==> src/hdl/qdi_pkg.sv <==
// ----------------------------------------------------------------------------
// qdi_pkg
// Shared types, constants and the phase transition table for the
// quadrature detent index unit.
// ----------------------------------------------------------------------------
package qdi_pkg;

    localparam int COUNT_W = 12;
    localparam int INDEX_W = 8;

    localparam logic [1:0]         REST_STATE      = 2'd3;
    localparam logic [INDEX_W-1:0] TOP_INDEX_RESET = 8'd15;
    localparam logic [COUNT_W-1:0] MINUS_ONE_DETENT = 12'hFFC;

    typedef struct packed {
        logic phase_a;
        logic phase_b;
        logic switch_pressed;
    } sample_t;

    typedef struct packed {
        logic [1:0]         phase;
        logic [COUNT_W-1:0] count;
        logic [INDEX_W-1:0] pub_index;
        logic               select;
    } state_t;

    // signed step for a move from one phase state to another
    function automatic logic signed [1:0] step_delta(input logic [1:0] from_st,
                                                     input logic [1:0] to_st);
        logic signed [1:0] d;
        d = 2'sd0;
        unique case ({from_st, to_st})
            4'b00_01: d = -2'sd1;
            4'b00_10: d =  2'sd1;
            4'b01_00: d =  2'sd1;
            4'b01_11: d = -2'sd1;
            4'b10_00: d = -2'sd1;
            4'b10_11: d =  2'sd1;
            4'b11_01: d =  2'sd1;
            4'b11_10: d = -2'sd1;
            default:  d =  2'sd0;
        endcase
        return d;
    endfunction

endpackage

==> src/hdl/qdi_input_stage.sv <==
// ----------------------------------------------------------------------------
// qdi_input_stage
// Input register for one phase sample request, with valid and stall.
// ----------------------------------------------------------------------------
module qdi_input_stage
    import qdi_pkg::*;
(
    input  logic    clk,
    input  logic    rst_n,
    input  logic    in_valid,
    output logic    in_stall,
    input  sample_t sample_in,
    input  logic    advance,
    output logic    sample_valid,
    output sample_t sample_out
);

    logic    valid_reg;
    logic    valid_next;
    sample_t sample_reg;
    logic    take;

    assign in_stall   = valid_reg && !advance;
    assign take       = in_valid && !in_stall;
    assign valid_next = take || (valid_reg && !advance);

    always_ff @(posedge clk or negedge rst_n)
    begin
        if (!rst_n)
        begin
            valid_reg <= 1'b0;
        end
        else
        begin
            valid_reg <= valid_next;
        end
    end

    always_ff @(posedge clk)
    begin
        if (take)
        begin
            sample_reg <= sample_in;
        end
    end

    assign sample_valid = valid_reg;
    assign sample_out   = sample_reg;

endmodule

==> src/hdl/qdi_update.sv <==
// ----------------------------------------------------------------------------
// qdi_update
// Next-state logic: step count update, detent index with wrap rules and
// select flag handling for one sample.
// ----------------------------------------------------------------------------
module qdi_update
    import qdi_pkg::*;
(
    input  sample_t            sample,
    input  state_t             state_cur,
    input  logic [INDEX_W-1:0] top_index,
    output state_t             state_next,
    output logic               changed
);

    logic [1:0]         now_phase;
    logic [COUNT_W-1:0] cnt;
    logic [INDEX_W-1:0] idx;
    logic signed [1:0]  delta;

    always_comb
    begin
        now_phase  = {sample.phase_a, sample.phase_b};
        delta      = step_delta(state_cur.phase, now_phase);
        state_next = state_cur;
        changed    = 1'b0;
        cnt        = state_cur.count + {{(COUNT_W-2){delta[1]}}, delta};
        idx        = cnt[INDEX_W+1:2];

        if (now_phase != state_cur.phase)
        begin
            state_next.count = cnt;
            if (now_phase == REST_STATE)
            begin
                // one detent below zero wraps to the top
                if (cnt == MINUS_ONE_DETENT)
                begin
                    idx              = top_index;
                    state_next.count = {{(COUNT_W-INDEX_W-2){1'b0}}, top_index, 2'b00};
                end
                if (idx > top_index)
                begin
                    idx              = '0;
                    state_next.count = '0;
                end
                if (idx != state_cur.pub_index)
                begin
                    state_next.pub_index = idx;
                    state_next.select    = 1'b0;
                    changed              = 1'b1;
                end
            end
            state_next.phase = now_phase;
        end

        if (sample.switch_pressed)
        begin
            state_next.select = 1'b1;
        end
    end

endmodule

==> src/hdl/quadrature_detent_index_unit.sv <==
// ----------------------------------------------------------------------------
// quadrature_detent_index_unit
// Rotary encoder decoder: phase samples and switch in, wrapping detent
// index with change and select flags out.
// ----------------------------------------------------------------------------
// a request passes the input register, then the output register, before its result is valid
// throughput: one request per cycle while the output is not stalled by out_stall
// reset: index 0, count 0, phase state at rest, top index 15, no result held
module quadrature_detent_index_unit
    import qdi_pkg::*;
(
    input  logic               clk,
    input  logic               rst_n,
    input  logic               top_index_we,
    input  logic [INDEX_W-1:0] top_index_wdata,
    input  logic               in_valid,
    output logic               in_stall,
    input  logic               phase_a,
    input  logic               phase_b,
    input  logic               switch_pressed,
    output logic               out_valid,
    input  logic               out_stall,
    output logic [INDEX_W-1:0] station_index,
    output logic               index_changed,
    output logic               select_flag
);

    sample_t            sample_in;
    sample_t            sample_q;
    logic               sample_valid;
    logic               advance;
    state_t             state_reg;
    state_t             state_next;
    logic               changed;
    logic [INDEX_W-1:0] top_index_reg;
    logic               out_valid_reg;
    logic               out_valid_next;
    logic [INDEX_W-1:0] index_reg;
    logic               changed_reg;
    logic               select_reg;

    assign sample_in = '{phase_a: phase_a, phase_b: phase_b,
                         switch_pressed: switch_pressed};

    assign advance        = sample_valid && (!out_valid_reg || !out_stall);
    assign out_valid_next = advance || (out_valid_reg && out_stall);

    qdi_input_stage u_input (
        .clk          (clk),
        .rst_n        (rst_n),
        .in_valid     (in_valid),
        .in_stall     (in_stall),
        .sample_in    (sample_in),
        .advance      (advance),
        .sample_valid (sample_valid),
        .sample_out   (sample_q)
    );

    qdi_update u_update (
        .sample     (sample_q),
        .state_cur  (state_reg),
        .top_index  (top_index_reg),
        .state_next (state_next),
        .changed    (changed)
    );

    always_ff @(posedge clk or negedge rst_n)
    begin
        if (!rst_n)
        begin
            state_reg     <= '{phase: REST_STATE, count: '0, pub_index: '0, select: 1'b0};
            top_index_reg <= TOP_INDEX_RESET;
            out_valid_reg <= 1'b0;
        end
        else
        begin
            if (top_index_we)
            begin
                top_index_reg <= top_index_wdata;
            end
            if (advance)
            begin
                state_reg <= state_next;
            end
            out_valid_reg <= out_valid_next;
        end
    end

    always_ff @(posedge clk)
    begin
        if (advance)
        begin
            index_reg   <= state_next.pub_index;
            changed_reg <= changed;
            select_reg  <= state_next.select;
        end
    end

    assign out_valid     = out_valid_reg;
    assign station_index = index_reg;
    assign index_changed = changed_reg;
    assign select_flag   = select_reg;

endmodule

==> config.mk <==
export PLATFORM = sky130hd
export DESIGN_NAME = quadrature_detent_index_unit
export DESIGN_NICKNAME = d
export VERILOG_FILES = /design/src/hdl/qdi_pkg.sv /design/src/hdl/qdi_input_stage.sv /design/src/hdl/qdi_update.sv /design/src/hdl/quadrature_detent_index_unit.sv
export SDC_FILE = /design/constraint.sdc
export NUM_CORES = 1
export LEC_CHECK = 0
export ABC_AREA = 0
export BUFFER_PORTS_ARGS = -buffer_cell sky130_fd_sc_hd__buf_4
export CORE_MARGIN = 1
export CORE_UTILIZATION = 60
export DETAILED_ROUTE_END_ITERATION = 7
export PLACE_DENSITY = 0.8
export REMOVE_ABC_BUFFERS = 1
export SYNTH_ARGS = -nofsm -noshare
export SYNTH_HDL_FRONTEND = slang
export SYNTH_SLANG_ARGS = --single-unit
==> constraint.sdc <==
create_clock -name clk -period 17.5 [get_ports clk]
set_input_delay 3.5 -clock clk [delete_from_list [all_inputs] [get_ports clk]]
set_output_delay 3.5 -clock clk [all_outputs]
set_load 0.005 [all_outputs]
==> run_summary.xml, run 1 <==
<?xml version="1.0" encoding="UTF-8"?>
<metrics>
  <group name="run_status">
    <metric name="run_status" unit="">completed</metric>
  </group>
  <group name="cts">
    <metric name="cts_repair_resize_count" unit="">0</metric>
    <metric name="worstSkewPairLatency" unit="ns">0.30</metric>
    <metric name="cts_tree" unit="">done</metric>
    <metric name="cts.path.max_buffers" unit="">2</metric>
    <metric name="root_buffer" unit="">sky130_fd_sc_hd__clkbuf_8</metric>
    <metric name="tritoncts.num_buffers" unit="">5</metric>
    <metric name="holdBufCountCts" unit="">0</metric>
    <metric name="clk_transition_reported_paths" unit="ns">0.09</metric>
    <metric name="postCtsSetupBuffers" unit="">0</metric>
    <metric name="ctsHtreeMaxLevel" unit="">2</metric>
    <metric name="numClockSinks" unit="">46</metric>
  </group>
  <group name="synth">
    <metric name="synth_xor_area_frac" unit="">0.03750</metric>
    <metric name="synth_async_sr_flop_share" unit="">0.7174</metric>
    <metric name="synth_top_cells_by_area" unit="">sky130_fd_sc_hd__dfrtp_1, sky130_fd_sc_hd__edfxtp_1, sky130_fd_sc_hd__ha_1</metric>
    <metric name="post_synth_num_cell_types" unit="">60</metric>
    <metric name="combinational_family_with_the_most_area_after_synthesis" unit="">compound AO/OA/AOI/OAI gates</metric>
    <metric name="synth.yosys.warnings" unit="">0</metric>
    <metric name="syn-instance-count" unit="">324</metric>
    <metric name="synth_simple_gate_area_frac" unit="">0.1554</metric>
    <metric name="synth_enable_flop_cells" unit="">13</metric>
    <metric name="post_synth.cell_area_avg" unit="um2">10.09</metric>
    <metric name="ys_seq_elements" unit="">46</metric>
    <metric name="synth-adder-area-share" unit="">0.09797</metric>
    <metric name="synth.area.mux_share" unit="">0.08534</metric>
    <metric name="synthDominantCellAreaShare" unit="">0.2067</metric>
    <metric name="synth_compound_area_frac" unit="">0.2166</metric>
    <metric name="netlist_area" unit="mm2">0.003269</metric>
    <metric name="yosysSeqAreaShare" unit="">0.3743</metric>
    <metric name="synthFlopType" unit="">sky130_fd_sc_hd__dfrtp_1</metric>
    <metric name="synthDominantAreaCellType" unit="">sky130_fd_sc_hd__dfrtp_1</metric>
  </group>
  <group name="setup_path">
    <metric name="rr_endpoint" unit="">station_index[2]</metric>
    <metric name="critical_path.endpoint_type" unit="">output port</metric>
    <metric name="reg2reg_setup_slack" unit="ns">10.34</metric>
    <metric name="critical_path.endpoint" unit="">in_stall</metric>
    <metric name="timing.critical_path.max_delay_family" unit="">buffers and inverters</metric>
    <metric name="crit_path_frequent_cell" unit="">sky130_fd_sc_hd__buf_4</metric>
    <metric name="worstPathRequired" unit="ns">14.00</metric>
    <metric name="timing.critical_path.from" unit="">out_stall</metric>
    <metric name="worst-path-stages" unit="">4</metric>
    <metric name="critical_path.reg2reg.startpoint" unit="">u_input.sample_out[1]</metric>
    <metric name="crit_arrival" unit="ns">3.90</metric>
    <metric name="crit_fanout" unit="">3</metric>
    <metric name="cp_num_buf_inv" unit="">3</metric>
    <metric name="slowest_stage" unit="">sky130_fd_sc_hd__buf_4</metric>
    <metric name="timing.setup.critical_path_class" unit="">in2out</metric>
    <metric name="worstPathCellList" unit="">buf_4, nand3_1, inv_1, buf_4</metric>
    <metric name="setup.worst_path.start_class" unit="">input pin</metric>
    <metric name="slowest_delay" unit="ns">0.13</metric>
    <metric name="r2r.worst_path.cells" unit="">20</metric>
  </group>
  <group name="layout">
    <metric name="drive_above_1_share" unit="">0.2098</metric>
    <metric name="finalNonFillerCells" unit="">418</metric>
    <metric name="num-nets-final" unit="">388</metric>
    <metric name="design_area" unit="mm2">0.003630</metric>
    <metric name="areaGrowthSynthToFinish" unit="%">11.02</metric>
    <metric name="n_fill_cell" unit="">411</metric>
    <metric name="final_common_cell" unit="">sky130_fd_sc_hd__buf_4</metric>
    <metric name="antennaDiodeCount" unit="">0</metric>
    <metric name="most_used_cells_in_the_layout_excluding_fill_and_tap_cells" unit="">sky130_fd_sc_hd__buf_4, sky130_fd_sc_hd__dfrtp_1, sky130_fd_sc_hd__nand2_1, sky130_fd_sc_hd__ha_1, sky130_fd_sc_hd__o21ai_0</metric>
    <metric name="number_of_flip_flops_in_the_largest_register" unit="">23</metric>
  </group>
  <group name="placed_design">
    <metric name="dp.cells" unit="">410</metric>
    <metric name="hpwl" unit="um">5257</metric>
    <metric name="placedInstanceArea" unit="mm2">0.003516</metric>
    <metric name="gpl.final_weighted_congestion" unit="">0.9162</metric>
    <metric name="place.port_buffers" unit="">27</metric>
  </group>
  <group name="global_route">
    <metric name="grt_antenna_before_repair" unit="">0</metric>
    <metric name="groute.usage.overall" unit="">0.2724</metric>
    <metric name="global_route.overflow_total" unit="">0</metric>
    <metric name="grt_max_degree" unit="">34</metric>
    <metric name="number_of_global_route_vias_before_repair" unit="">2367</metric>
    <metric name="grt_first_pass_wirelength" unit="um">11520</metric>
  </group>
  <group name="sta">
    <metric name="final-setup-viol-count" unit="">0</metric>
    <metric name="worst_slew_pin_slew" unit="ns">0.6694</metric>
    <metric name="timing.final.crit_period" unit="ns">7.400</metric>
    <metric name="max_clock_freq" unit="GHz">0.1351</metric>
    <metric name="drv_slew" unit="">0</metric>
    <metric name="min_period_over_period" unit="">0.4229</metric>
    <metric name="max-slew-margin-rel" unit="">0.5526</metric>
    <metric name="timing.clock.skew" unit="ns">0.006364</metric>
    <metric name="timing.setup.tns" unit="ns">0</metric>
    <metric name="unrepaired_setup_endpoints_after_global_routing" unit="">no</metric>
    <metric name="hold_violations" unit="">0</metric>
  </group>
  <group name="drt">
    <metric name="drt-vias-per-instance" unit="">6.237</metric>
    <metric name="total_number_of_vias" unit="">2607</metric>
    <metric name="drt_pre_antenna_iters" unit="">5</metric>
    <metric name="routed_wl" unit="um">7092</metric>
    <metric name="drtIter0Drc" unit="">143</metric>
    <metric name="drt_drc_violations_left" unit="">0</metric>
    <metric name="avgRoutedWirePerCell" unit="um">16.97</metric>
    <metric name="ant_nets" unit="">0</metric>
  </group>
  <group name="die">
    <metric name="cell_rows" unit="">26</metric>
    <metric name="chipWidth" unit="um">75.82</metric>
    <metric name="die_area" unit="mm2">0.005748</metric>
    <metric name="placeableCoreArea" unit="mm2">0.005172</metric>
    <metric name="initial_utilization" unit="">0.6321</metric>
    <metric name="die-height" unit="um">75.82</metric>
    <metric name="i_o_pins" unit="">28</metric>
  </group>
  <group name="power_and_ir_drop">
    <metric name="power.ir.vdd_worst" unit="mV">0.1432</metric>
    <metric name="power.density" unit="mW/mm2">179.5</metric>
    <metric name="p_leak" unit="uW">0.001576</metric>
    <metric name="finalPower" unit="uW">651.4</metric>
  </group>
  <group name="min_path">
    <metric name="whs_path_depth" unit="">2</metric>
    <metric name="type_of_the_most_critical_hold_path" unit="">reg2reg</metric>
  </group>
  <group name="run">
    <metric name="max_cap_viol_count" unit="">0</metric>
  </group>
</metrics>
-- Yosys cell counts, types with 3 or more instances --
| cell type | n |
|---|---|
| sky130_fd_sc_hd__clkbuf_1 | 9 |
| sky130_fd_sc_hd__inv_1 | 15 |
| sky130_fd_sc_hd__a211oi_1 | 3 |
| sky130_fd_sc_hd__nand4_1 | 7 |
| sky130_fd_sc_hd__nor3b_1 | 3 |
| sky130_fd_sc_hd__and3_1 | 6 |
| sky130_fd_sc_hd__xnor2_1 | 11 |
| sky130_fd_sc_hd__nor2b_1 | 5 |
| sky130_fd_sc_hd__nand4b_1 | 3 |
| sky130_fd_sc_hd__and2_1 | 11 |
| sky130_fd_sc_hd__ha_1 | 24 |
| sky130_fd_sc_hd__dfstp_2 | 6 |
| sky130_fd_sc_hd__a21o_1 | 8 |
| sky130_fd_sc_hd__nor3_1 | 4 |
| sky130_fd_sc_hd__o21bai_1 | 3 |
| sky130_fd_sc_hd__o21ai_0 | 22 |
| sky130_fd_sc_hd__o211ai_1 | 6 |
| sky130_fd_sc_hd__o2111ai_1 | 4 |
| sky130_fd_sc_hd__edfxtp_1 | 13 |
| sky130_fd_sc_hd__dfrtp_1 | 27 |
| sky130_fd_sc_hd__a211o_1 | 3 |
| sky130_fd_sc_hd__a21oi_1 | 14 |
| sky130_fd_sc_hd__a22o_1 | 4 |
| sky130_fd_sc_hd__mux2_2 | 20 |
| sky130_fd_sc_hd__xor2_1 | 3 |
| sky130_fd_sc_hd__or3_1 | 7 |
| sky130_fd_sc_hd__nand2_1 | 24 |
| sky130_fd_sc_hd__nor2_1 | 13 |
| sky130_fd_sc_hd__o21a_1 | 4 |
-- worst register-to-register path: cells and delay by family, from the launching register on --
kind / cells / cell delay (ns)
XOR/XNOR: 1 / 0.28
flip-flops: 1 / 0.48
AND/OR/NAND/NOR: 5 / 1.99
AO/OA/AOI/OAI: 8 / 1.80
multiplexers: 2 / 1.03
buffers and inverters: 1 / 0.24
adder cells (fa/ha/maj): 3 / 1.09
-- routing by layer --
layer / wire length, um / vias to the layer above / global-route usage
li1: - / 1261 / -
met1: 3329 / 1281 / 0.3854
met2: 3335 / 53 / 0.4346
met3: 279 / 12 / 0.03439
met4: 147 / 0 / 0.09259
met5: 0 / - / 0
-- power by group --
group | internal (uW) | switching, uW
clock | 42.5 | 36.7
combinational | 171 | 228
sequential | 147 | 26.6
total | 360 | 291
-- cells by family after synthesis --
group,after synthesis
DFF,46
AOI/OAI and AO/OA,95
muxes,24
xor gates and xnor gates,14
buffers and inverters,27
adders and majority gates,25
and+or+nand+nor,93
-- metrics by stage --
stage | util | worst slack, ns | hold slack (ns)
after floorplan | - | 10.36 | 0.4455
after global placement | 0.6797 | 10.13 | 0.4578
after detailed placement | 0.6797 | 10.10 | 0.4713
after CTS | 0.7017 | 10.10 | 0.4917
after global routing | 0.7017 | 9.885 | 0.5251
final | 0.7017 | 10.10 | 0.4842
-- worst min-delay path by stage --
stage / start / endpoint
global route: u_input.sample_out[0] / state_reg[0]
finish: u_input.sample_out[0] / state_reg[0]
detailed placement: u_input.sample_out[0] / state_reg[0]
global placement: u_input.sample_valid / out_valid
CTS: u_input.sample_out[0] / state_reg[0]
floorplan: u_input.sample_out[0] / state_reg[0]
-- final cells by class --
type,count,area [um2],share of cell area
Multi-Input combinational cell,251,1938,0.5340
Inverter,15,56.30,0.01551
Sequential cell,46,1224,0.3371
Tap cell,70,87.58,0.02413
Timing Repair Buffer,28,210.2,0.05791
Clock buffer,5,68.82,0.01896
Clock inverter,3,45.04,0.01241
Note: power is estimated with default switching activity, not from simulation.
==> inputs of run 2 (changes only) <==
CORE_UTILIZATION = 54   (was 60)
PLACE_DENSITY = 0.76   (was 0.8)
clock period = 6.4 ns   (was 17.5 ns; I/O delays follow)
==> run_summary.xml, run 2 (synthesized netlist as in run 1, its figures left out) <==
<?xml version="1.0" encoding="UTF-8"?>
<metrics>
  <group name="drt">
    <metric name="drtIter0Drc" unit="">214</metric>
    <metric name="drt_drc_violations_left" unit="">0</metric>
    <metric name="total_number_of_vias" unit="">2764</metric>
    <metric name="drt-vias-per-instance" unit="">6.311</metric>
    <metric name="avgRoutedWirePerCell" unit="um">19.03</metric>
    <metric name="drt_pre_antenna_iters" unit="">4</metric>
    <metric name="routed_wl" unit="um">8333</metric>
    <metric name="ant_nets" unit="">0</metric>
  </group>
  <group name="cts">
    <metric name="cts.path.max_buffers" unit="">2</metric>
    <metric name="ctsHtreeMaxLevel" unit="">2</metric>
    <metric name="cts_tree" unit="">done</metric>
    <metric name="holdBufCountCts" unit="">0</metric>
    <metric name="numClockSinks" unit="">46</metric>
    <metric name="clk_transition_reported_paths" unit="ns">0.09</metric>
    <metric name="tritoncts.num_buffers" unit="">5</metric>
    <metric name="worstSkewPairLatency" unit="ns">0.31</metric>
    <metric name="root_buffer" unit="">sky130_fd_sc_hd__clkbuf_8</metric>
  </group>
  <group name="layout">
    <metric name="final_common_cell" unit="">sky130_fd_sc_hd__buf_4</metric>
    <metric name="sequential_area" unit="mm2">0.001224</metric>
    <metric name="num-nets-final" unit="">406</metric>
    <metric name="footprint_of_the_multi_input_gates" unit="mm2">0.002088</metric>
    <metric name="areaGrowthSynthToFinish" unit="%">19.29</metric>
    <metric name="finalNonFillerCells" unit="">438</metric>
    <metric name="n_fill_cell" unit="">421</metric>
    <metric name="final_core_utilization" unit="">0.6872</metric>
    <metric name="antennaDiodeCount" unit="">0</metric>
    <metric name="most_used_cells_in_the_layout_excluding_fill_and_tap_cells" unit="">sky130_fd_sc_hd__buf_4, sky130_fd_sc_hd__dfrtp_1, sky130_fd_sc_hd__nand2_1</metric>
    <metric name="number_of_flip_flops_in_the_largest_register" unit="">23</metric>
    <metric name="design_area" unit="mm2">0.003900</metric>
    <metric name="drive_above_1_share" unit="">0.2951</metric>
  </group>
  <group name="power_and_ir_drop">
    <metric name="clock_power_share" unit="">0.094</metric>
    <metric name="netSwitchingFraction" unit="">0.4612</metric>
    <metric name="p_seq_frac" unit="">0.246</metric>
    <metric name="p_leak" unit="uW">0.001668</metric>
    <metric name="finalPower" unit="uW">1970</metric>
    <metric name="power.ir.vdd_worst" unit="mV">0.3002</metric>
    <metric name="internal_power" unit="uW">1062</metric>
    <metric name="power.density" unit="mW/mm2">505.2</metric>
    <metric name="power_switching" unit="uW">908.5</metric>
    <metric name="share_comb_of_total_power" unit="">0.660</metric>
  </group>
  <group name="die">
    <metric name="chipWidth" unit="um">79.81</metric>
    <metric name="die-height" unit="um">79.81</metric>
    <metric name="die_area" unit="mm2">0.006370</metric>
    <metric name="i_o_pins" unit="">28</metric>
    <metric name="placeableCoreArea" unit="mm2">0.005675</metric>
    <metric name="cell_rows" unit="">27</metric>
    <metric name="initial_utilization" unit="">0.5761</metric>
  </group>
  <group name="min_path">
    <metric name="type_of_the_most_critical_hold_path" unit="">reg2reg</metric>
  </group>
  <group name="setup_path">
    <metric name="timing.critical_path.max_delay_family" unit="">compound AO/OA/AOI/OAI gates</metric>
    <metric name="worstPathRequired" unit="ns">6.59</metric>
    <metric name="timing.setup.critical_path_class" unit="">reg2reg</metric>
    <metric name="critical_path.endpoint_type" unit="">flip-flop</metric>
    <metric name="cp_num_buf_inv" unit="">3</metric>
    <metric name="crit_path_frequent_cell" unit="">sky130_fd_sc_hd__ha_1</metric>
    <metric name="crit_arrival" unit="ns">6.44</metric>
    <metric name="crit_fanout" unit="">10</metric>
    <metric name="reg2reg_setup_slack" unit="ns">0.15</metric>
    <metric name="slowest_delay" unit="ns">0.61</metric>
    <metric name="setup.worst_path.start_class" unit="">flip-flop</metric>
    <metric name="slowest_stage" unit="">sky130_fd_sc_hd__mux4_2</metric>
    <metric name="worstPathCellList" unit="">inv_1, ha_1, mux4_2, ha_1, a21oi_4, xnor2_2, or4b_1, a21o_2, or3_1, o21a_1, ha_1, o21a_1, o21ai_0, a21oi_1, o22ai_2, buf_6, and2_1, o41a_1, a32oi_4, a211oi_4, buf_12, mux2_1</metric>
  </group>
  <group name="sta">
    <metric name="worst_slew_pin_slew" unit="ns">0.7627</metric>
    <metric name="max-slew-margin-rel" unit="">0.4903</metric>
    <metric name="min_period_over_period" unit="">0.9765</metric>
    <metric name="max_clock_freq" unit="GHz">0.1600</metric>
    <metric name="hold_violations" unit="">0</metric>
    <metric name="timing.final.crit_period" unit="ns">6.249</metric>
    <metric name="timing.clock.skew" unit="ns">0.004327</metric>
    <metric name="drv_slew" unit="">0</metric>
    <metric name="final-setup-viol-count" unit="">0</metric>
  </group>
  <group name="global_route">
    <metric name="grt_antenna_before_repair" unit="">0</metric>
    <metric name="grt_max_degree" unit="">34</metric>
    <metric name="groute.usage.overall" unit="">0.2597</metric>
    <metric name="number_of_global_route_vias_before_repair" unit="">2638</metric>
    <metric name="global_route.overflow_total" unit="">0</metric>
    <metric name="grt_first_pass_wirelength" unit="um">12590</metric>
  </group>
  <group name="placed_design">
    <metric name="place.port_buffers" unit="">27</metric>
    <metric name="gpl.final_weighted_congestion" unit="">0.9478</metric>
    <metric name="hpwl" unit="um">5761</metric>
    <metric name="dp.cells" unit="">419</metric>
    <metric name="placedInstanceArea" unit="mm2">0.003571</metric>
  </group>
  <group name="run_status">
    <metric name="run_status" unit="">completed</metric>
  </group>
  <group name="run">
    <metric name="max_cap_viol_count" unit="">0</metric>
  </group>
</metrics>
-- run 2: worst paths after layout --
kind / from / to / cells after the start
max in group asynchronous: rst_n / state_reg[21] / 1
max: u_input.sample_out[2] / state_reg[1] / 22
max reg2reg: u_input.sample_out[2] / state_reg[1] / 22
min in group asynchronous: rst_n / top_index_reg[4] / 1
min: u_input.sample_valid / out_valid / 1
min reg2reg: u_input.sample_valid / out_valid / 1
-- run 2: power by group through the flow --
stage / logic, uW / clock network (uW) / registers, uW
final: 1300 / 185 / 484
after global routing: 1410 / 200 / 494
after CTS: 1120 / 189 / 477
after detailed placement: 1110 / 0 / 483
after global placement: 1080 / 0 / 479
after floorplan: 810 / 0 / 458
-- run 2: per-stage QoR --
stage | hold slack (ns) | worst slack [ns] | setup TNS [ns]
6_report | 0.4957 | 0.1505 | 0
5_1_grt | 0.5126 | -0.07469 | -0.6110
3_5_place_dp | 0.4753 | -0.04711 | -0.4107
3_3_place_gp | 0.4552 | 0.04133 | 0
2_1_floorplan | 0.4455 | -0.1492 | -2.151
4_1_cts | 0.4967 | 0.0008096 | 0
-- run 2: timing repair --
action | CTS | global route
gates resized for setup | 0 | 24
setup buffers | 2 | 6
pin swaps | 2 | 8
cloned | 0 | 3
setup endpoints to repair | 16 | 19
-- run 2: metal layers --
metal  up-vias  routed length (um)  track usage
met4         0                 158       0.1071
met1      1351                3697       0.3482
met3        17                 391      0.04000
met5         -                   0            0
met2        90                4085       0.4179
li1       1306                   -            -
-- run 2: layout make-up --
class	instances	share of cell area
clock buffer	5	0.01765
sequential	46	0.3138
tap	72	0.02310
clock inverter	3	0.006416
inverter	15	0.01444
timing repair buffer	44	0.08919
multi-input combinational	253	0.5355
-- run 2: worst register-to-register path: stages, from the launching register on --
cell and delay, ns:
sky130_fd_sc_hd__edfxtp_1 0.45, sky130_fd_sc_hd__inv_1 0.09, sky130_fd_sc_hd__ha_1 0.22, sky130_fd_sc_hd__mux4_2 0.61, sky130_fd_sc_hd__ha_1 0.42, sky130_fd_sc_hd__a21oi_4 0.20
sky130_fd_sc_hd__xnor2_2 0.14, sky130_fd_sc_hd__or4b_1 0.48, sky130_fd_sc_hd__a21o_2 0.29, sky130_fd_sc_hd__or3_1 0.43, sky130_fd_sc_hd__o21a_1 0.24, sky130_fd_sc_hd__ha_1 0.30
sky130_fd_sc_hd__o21a_1 0.12, sky130_fd_sc_hd__o21ai_0 0.09, sky130_fd_sc_hd__a21oi_1 0.20, sky130_fd_sc_hd__o22ai_2 0.13, sky130_fd_sc_hd__buf_6 0.16, sky130_fd_sc_hd__and2_1 0.20
sky130_fd_sc_hd__o41a_1 0.42, sky130_fd_sc_hd__a32oi_4 0.33, sky130_fd_sc_hd__a211oi_4 0.12, sky130_fd_sc_hd__buf_12 0.18, sky130_fd_sc_hd__mux2_1 0.31
==> inputs of run 3 (changes only) <==
CORE_UTILIZATION = 55   (was 54)
PLACE_DENSITY = 0.77   (was 0.76)
SYNTH_HIERARCHICAL = 1   (was unset)
==> run_summary.xml, run 3 <==
<?xml version="1.0" encoding="UTF-8"?>
<metrics>
  <group name="synth">
    <metric name="yosysSeqAreaShare" unit="">0.3497</metric>
    <metric name="synthDominantAreaCellType" unit="">sky130_fd_sc_hd__dfrtp_1</metric>
    <metric name="post_synth_num_cell_types" unit="">68</metric>
    <metric name="synth_enable_flop_cells" unit="">13</metric>
    <metric name="synth_async_sr_flop_share" unit="">0.7174</metric>
    <metric name="synth.yosys.warnings" unit="">6</metric>
    <metric name="synthMostInstantiatedCell" unit="">sky130_fd_sc_hd__mux2_2</metric>
    <metric name="ys_seq_elements" unit="">46</metric>
    <metric name="post_synth.cell_area_avg" unit="um2">10.29</metric>
    <metric name="synthDominantCellAreaShare" unit="">0.1931</metric>
    <metric name="synthFlopType" unit="">sky130_fd_sc_hd__dfrtp_1</metric>
    <metric name="netlist_area" unit="mm2">0.003500</metric>
    <metric name="syn-instance-count" unit="">340</metric>
    <metric name="synth_common_cells" unit="">sky130_fd_sc_hd__mux2_2, sky130_fd_sc_hd__dfrtp_1, sky130_fd_sc_hd__nand2_1, sky130_fd_sc_hd__ha_1, sky130_fd_sc_hd__nor2_1</metric>
    <metric name="synth_top_cells_by_area" unit="">sky130_fd_sc_hd__dfrtp_1, sky130_fd_sc_hd__edfxtp_1, sky130_fd_sc_hd__mux2_2</metric>
  </group>
  <group name="sta">
    <metric name="hold_violations" unit="">0</metric>
    <metric name="timing.setup.tns" unit="ns">-1.196</metric>
    <metric name="worst_slew_pin_slew" unit="ns">1.174</metric>
    <metric name="drv_slew" unit="">0</metric>
    <metric name="final-setup-viol-count" unit="">8</metric>
    <metric name="timing.clock.skew" unit="ns">0.008861</metric>
    <metric name="max-slew-margin-rel" unit="">0.2155</metric>
    <metric name="unrepaired_setup_endpoints_after_global_routing" unit="">yes</metric>
    <metric name="max_clock_freq" unit="GHz">0.1501</metric>
    <metric name="timing.final.crit_period" unit="ns">6.661</metric>
    <metric name="min_period_over_period" unit="">1.041</metric>
    <metric name="setup_ws" unit="ns">-0.2614</metric>
  </group>
  <group name="die">
    <metric name="die_area" unit="mm2">0.006686</metric>
    <metric name="chipWidth" unit="um">81.77</metric>
    <metric name="placeableCoreArea" unit="mm2">0.006026</metric>
    <metric name="i_o_pins" unit="">28</metric>
    <metric name="die-height" unit="um">81.77</metric>
    <metric name="cell_rows" unit="">28</metric>
    <metric name="initial_utilization" unit="">0.5808</metric>
  </group>
  <group name="global_route">
    <metric name="global_route.overflow_total" unit="">0</metric>
    <metric name="number_of_global_route_vias_before_repair" unit="">2742</metric>
    <metric name="met2_capacity_usage_during_global_routing" unit="">0.4430</metric>
    <metric name="grt_max_degree" unit="">35</metric>
    <metric name="gr-usage-met1" unit="">0.3488</metric>
    <metric name="groute.usage.overall" unit="">0.2611</metric>
    <metric name="met3_usage" unit="">0.03444</metric>
    <metric name="grt_first_pass_wirelength" unit="um">13260</metric>
    <metric name="grt_most_used_layer" unit="">met2</metric>
    <metric name="grt_antenna_before_repair" unit="">0</metric>
  </group>
  <group name="setup_path">
    <metric name="slowest_stage" unit="">sky130_fd_sc_hd__mux4_2</metric>
    <metric name="cp_num_buf_inv" unit="">5</metric>
    <metric name="timing.critical_path.max_delay_family" unit="">compound AO/OA/AOI/OAI gates</metric>
    <metric name="crit_fanout" unit="">6</metric>
    <metric name="worstPathRequired" unit="ns">6.59</metric>
    <metric name="critical_path.endpoint_type" unit="">flip-flop</metric>
    <metric name="reg2reg_setup_slack" unit="ns">-0.26</metric>
    <metric name="setup.worst_path.start_class" unit="">flip-flop</metric>
    <metric name="crit_arrival" unit="ns">6.85</metric>
    <metric name="timing.setup.critical_path_class" unit="">reg2reg</metric>
    <metric name="slowest_delay" unit="ns">0.53</metric>
  </group>
  <group name="cts">
    <metric name="cts.path.max_buffers" unit="">2</metric>
    <metric name="ctsHtreeMaxLevel" unit="">2</metric>
    <metric name="worstSkewPairLatency" unit="ns">0.31</metric>
    <metric name="tritoncts.num_buffers" unit="">5</metric>
    <metric name="numClockSinks" unit="">46</metric>
    <metric name="holdBufCountCts" unit="">0</metric>
    <metric name="clk_transition_reported_paths" unit="ns">0.09</metric>
    <metric name="cts_tree" unit="">done</metric>
    <metric name="root_buffer" unit="">sky130_fd_sc_hd__clkbuf_8</metric>
  </group>
  <group name="drt">
    <metric name="drt-vias-per-instance" unit="">6.332</metric>
    <metric name="total_number_of_vias" unit="">3033</metric>
    <metric name="drt_pre_antenna_iters" unit="">5</metric>
    <metric name="avgRoutedWirePerCell" unit="um">19.80</metric>
    <metric name="ant_nets" unit="">0</metric>
    <metric name="routed_wl" unit="um">9483</metric>
    <metric name="drt_drc_violations_left" unit="">0</metric>
    <metric name="drtIter0Drc" unit="">242</metric>
  </group>
  <group name="run">
    <metric name="max_cap_viol_count" unit="">0</metric>
  </group>
  <group name="placed_design">
    <metric name="place.port_buffers" unit="">27</metric>
    <metric name="gpl.final_weighted_congestion" unit="">0.8845</metric>
    <metric name="hpwl" unit="um">6098</metric>
  </group>
  <group name="layout">
    <metric name="antennaDiodeCount" unit="">0</metric>
    <metric name="drive_above_1_share" unit="">0.4629</metric>
    <metric name="areaGrowthSynthToFinish" unit="%">28.21</metric>
    <metric name="most_used_cells_in_the_layout_excluding_fill_and_tap_cells" unit="">sky130_fd_sc_hd__buf_4, sky130_fd_sc_hd__mux2_2, sky130_fd_sc_hd__dfrtp_1</metric>
    <metric name="number_of_flip_flops_in_the_largest_register" unit="">23</metric>
    <metric name="final_common_cell" unit="">sky130_fd_sc_hd__buf_4</metric>
    <metric name="num-nets-final" unit="">445</metric>
  </group>
  <group name="run_status">
    <metric name="run_status" unit="">finished, violations left</metric>
    <metric name="violations" unit="">setup timing</metric>
  </group>
  <group name="min_path">
    <metric name="type_of_the_most_critical_hold_path" unit="">reg2reg</metric>
  </group>
</metrics>
[run 3: cell types whose count changed in the layout (fill, tap and decap cells not counted), moves of 5 or more]
cell | previous run | this run
sky130_fd_sc_hd__mux2_2 | 20 | 33
sky130_fd_sc_hd__a21oi_1 | 13 | 8
sky130_fd_sc_hd__o21ai_0 | 22 | 14
sky130_fd_sc_hd__buf_4 | 40 | 63
sky130_fd_sc_hd__nor2_1 | 13 | 21
sky130_fd_sc_hd__a21oi_2 | 2 | 7
sky130_fd_sc_hd__and3_1 | 6 | 1
sky130_fd_sc_hd__ha_4 | 1 | 6
[run 3: final timing paths]
path | startpoint | end | cells past startpoint
max reg2reg | u_input/sample_out[2] | state_reg[4] | 27
min | state_reg[0] | state_reg[0] | 1
min in group asynchronous | rst_n | state_reg[15] | 1
max in group asynchronous | rst_n | top_index_reg[2] | 1
max | u_input/sample_out[2] | state_reg[4] | 27
min reg2reg | state_reg[0] | state_reg[0] | 1
[run 3: worst reg2reg max path: stages (launching register included)]
cell and delay, ns:
sky130_fd_sc_hd__edfxtp_1 0.47, sky130_fd_sc_hd__inv_2 0.08, sky130_fd_sc_hd__ha_1 0.19, sky130_fd_sc_hd__mux4_2 0.53, sky130_fd_sc_hd__buf_6 0.18, sky130_fd_sc_hd__buf_6 0.14, sky130_fd_sc_hd__ha_4 0.23, sky130_fd_sc_hd__a21oi_2 0.19
sky130_fd_sc_hd__nor3_2 0.08, sky130_fd_sc_hd__or4b_4 0.53, sky130_fd_sc_hd__nand4_4 0.10, sky130_fd_sc_hd__or3b_4 0.42, sky130_fd_sc_hd__nor3_4 0.33, sky130_fd_sc_hd__buf_4 0.19, sky130_fd_sc_hd__a21oi_4 0.06, sky130_fd_sc_hd__ha_1 0.19
sky130_fd_sc_hd__a21o_1 0.18, sky130_fd_sc_hd__a22oi_2 0.20, sky130_fd_sc_hd__a31oi_4 0.14, sky130_fd_sc_hd__a211oi_2 0.32, sky130_fd_sc_hd__a2bb2oi_2 0.17, sky130_fd_sc_hd__and4b_1 0.20, sky130_fd_sc_hd__nand4_1 0.13, sky130_fd_sc_hd__o41ai_4 0.40
sky130_fd_sc_hd__o41ai_4 0.14, sky130_fd_sc_hd__buf_4 0.17, sky130_fd_sc_hd__mux2_4 0.30, sky130_fd_sc_hd__mux2_4 0.27
[run 3: repair_timing]
action / in CTS / in global routing
gates resized for setup: 8 / 66
gates cloned: 0 / 0
pin swaps: 6 / 23
endpoints found under the setup margin: 7 / 9
setup buffers: 5 / 10
[run 3: area by class of cell]
| type | instances | area (um2) |
|---|---|---|
| inverter | 18 | 67.56 |
| fill | 403 | 1539 |
| clock buffer | 5 | 68.82 |
| clock inverter | 3 | 21.27 |
| timing repair buffer | 67 | 518.0 |
| multi-input combinational | 265 | 2494 |
| tap | 75 | 93.84 |
| sequential | 46 | 1224 |
[run 3: logic make-up (layout without fill, tap and decap cells)]
family	count (synthesis)	count (layout)	share of synthesized area
AND/OR/NAND/NOR	104	104	0.1745
flip-flops	46	46	0.3497
buffers and inverters	29	93	0.03646
XOR/XNOR	12	12	0.03003
multiplexers	42	42	0.1373
adder cells (fa/ha/maj)	26	26	0.09510
AO/OA/AOI/OAI	81	81	0.1770
[run 3: stage by stage]
step	area (um2)	instances	util	hold WS, ns	worst slack, ns
final	4487	479	0.7446	0.5188	-0.2614
after global routing	4487	479	0.7446	0.5251	-0.4822
after CTS	4099	470	0.6802	0.5178	0.01210
after detailed placement	3931	457	0.6524	0.4979	-0.2394
after global placement	3931	457	0.6524	0.4893	0.01541
after floorplan	3440	329	-	0.4806	-0.1206
[run 3: per-layer routing]
metal / share of wire / up-vias / routed length [um]
met3: 0.043 / 33 / 407
met5: 0 / - / 0
met1: 0.41 / 1509 / 3897
li1: - / 1387 / -
met2: 0.52 / 104 / 4887
met4: 0.031 / 0 / 290
Power of run 3 is not shown: default switching activity piles up to over one toggle a cycle in this logic, so the estimate is an artifact.
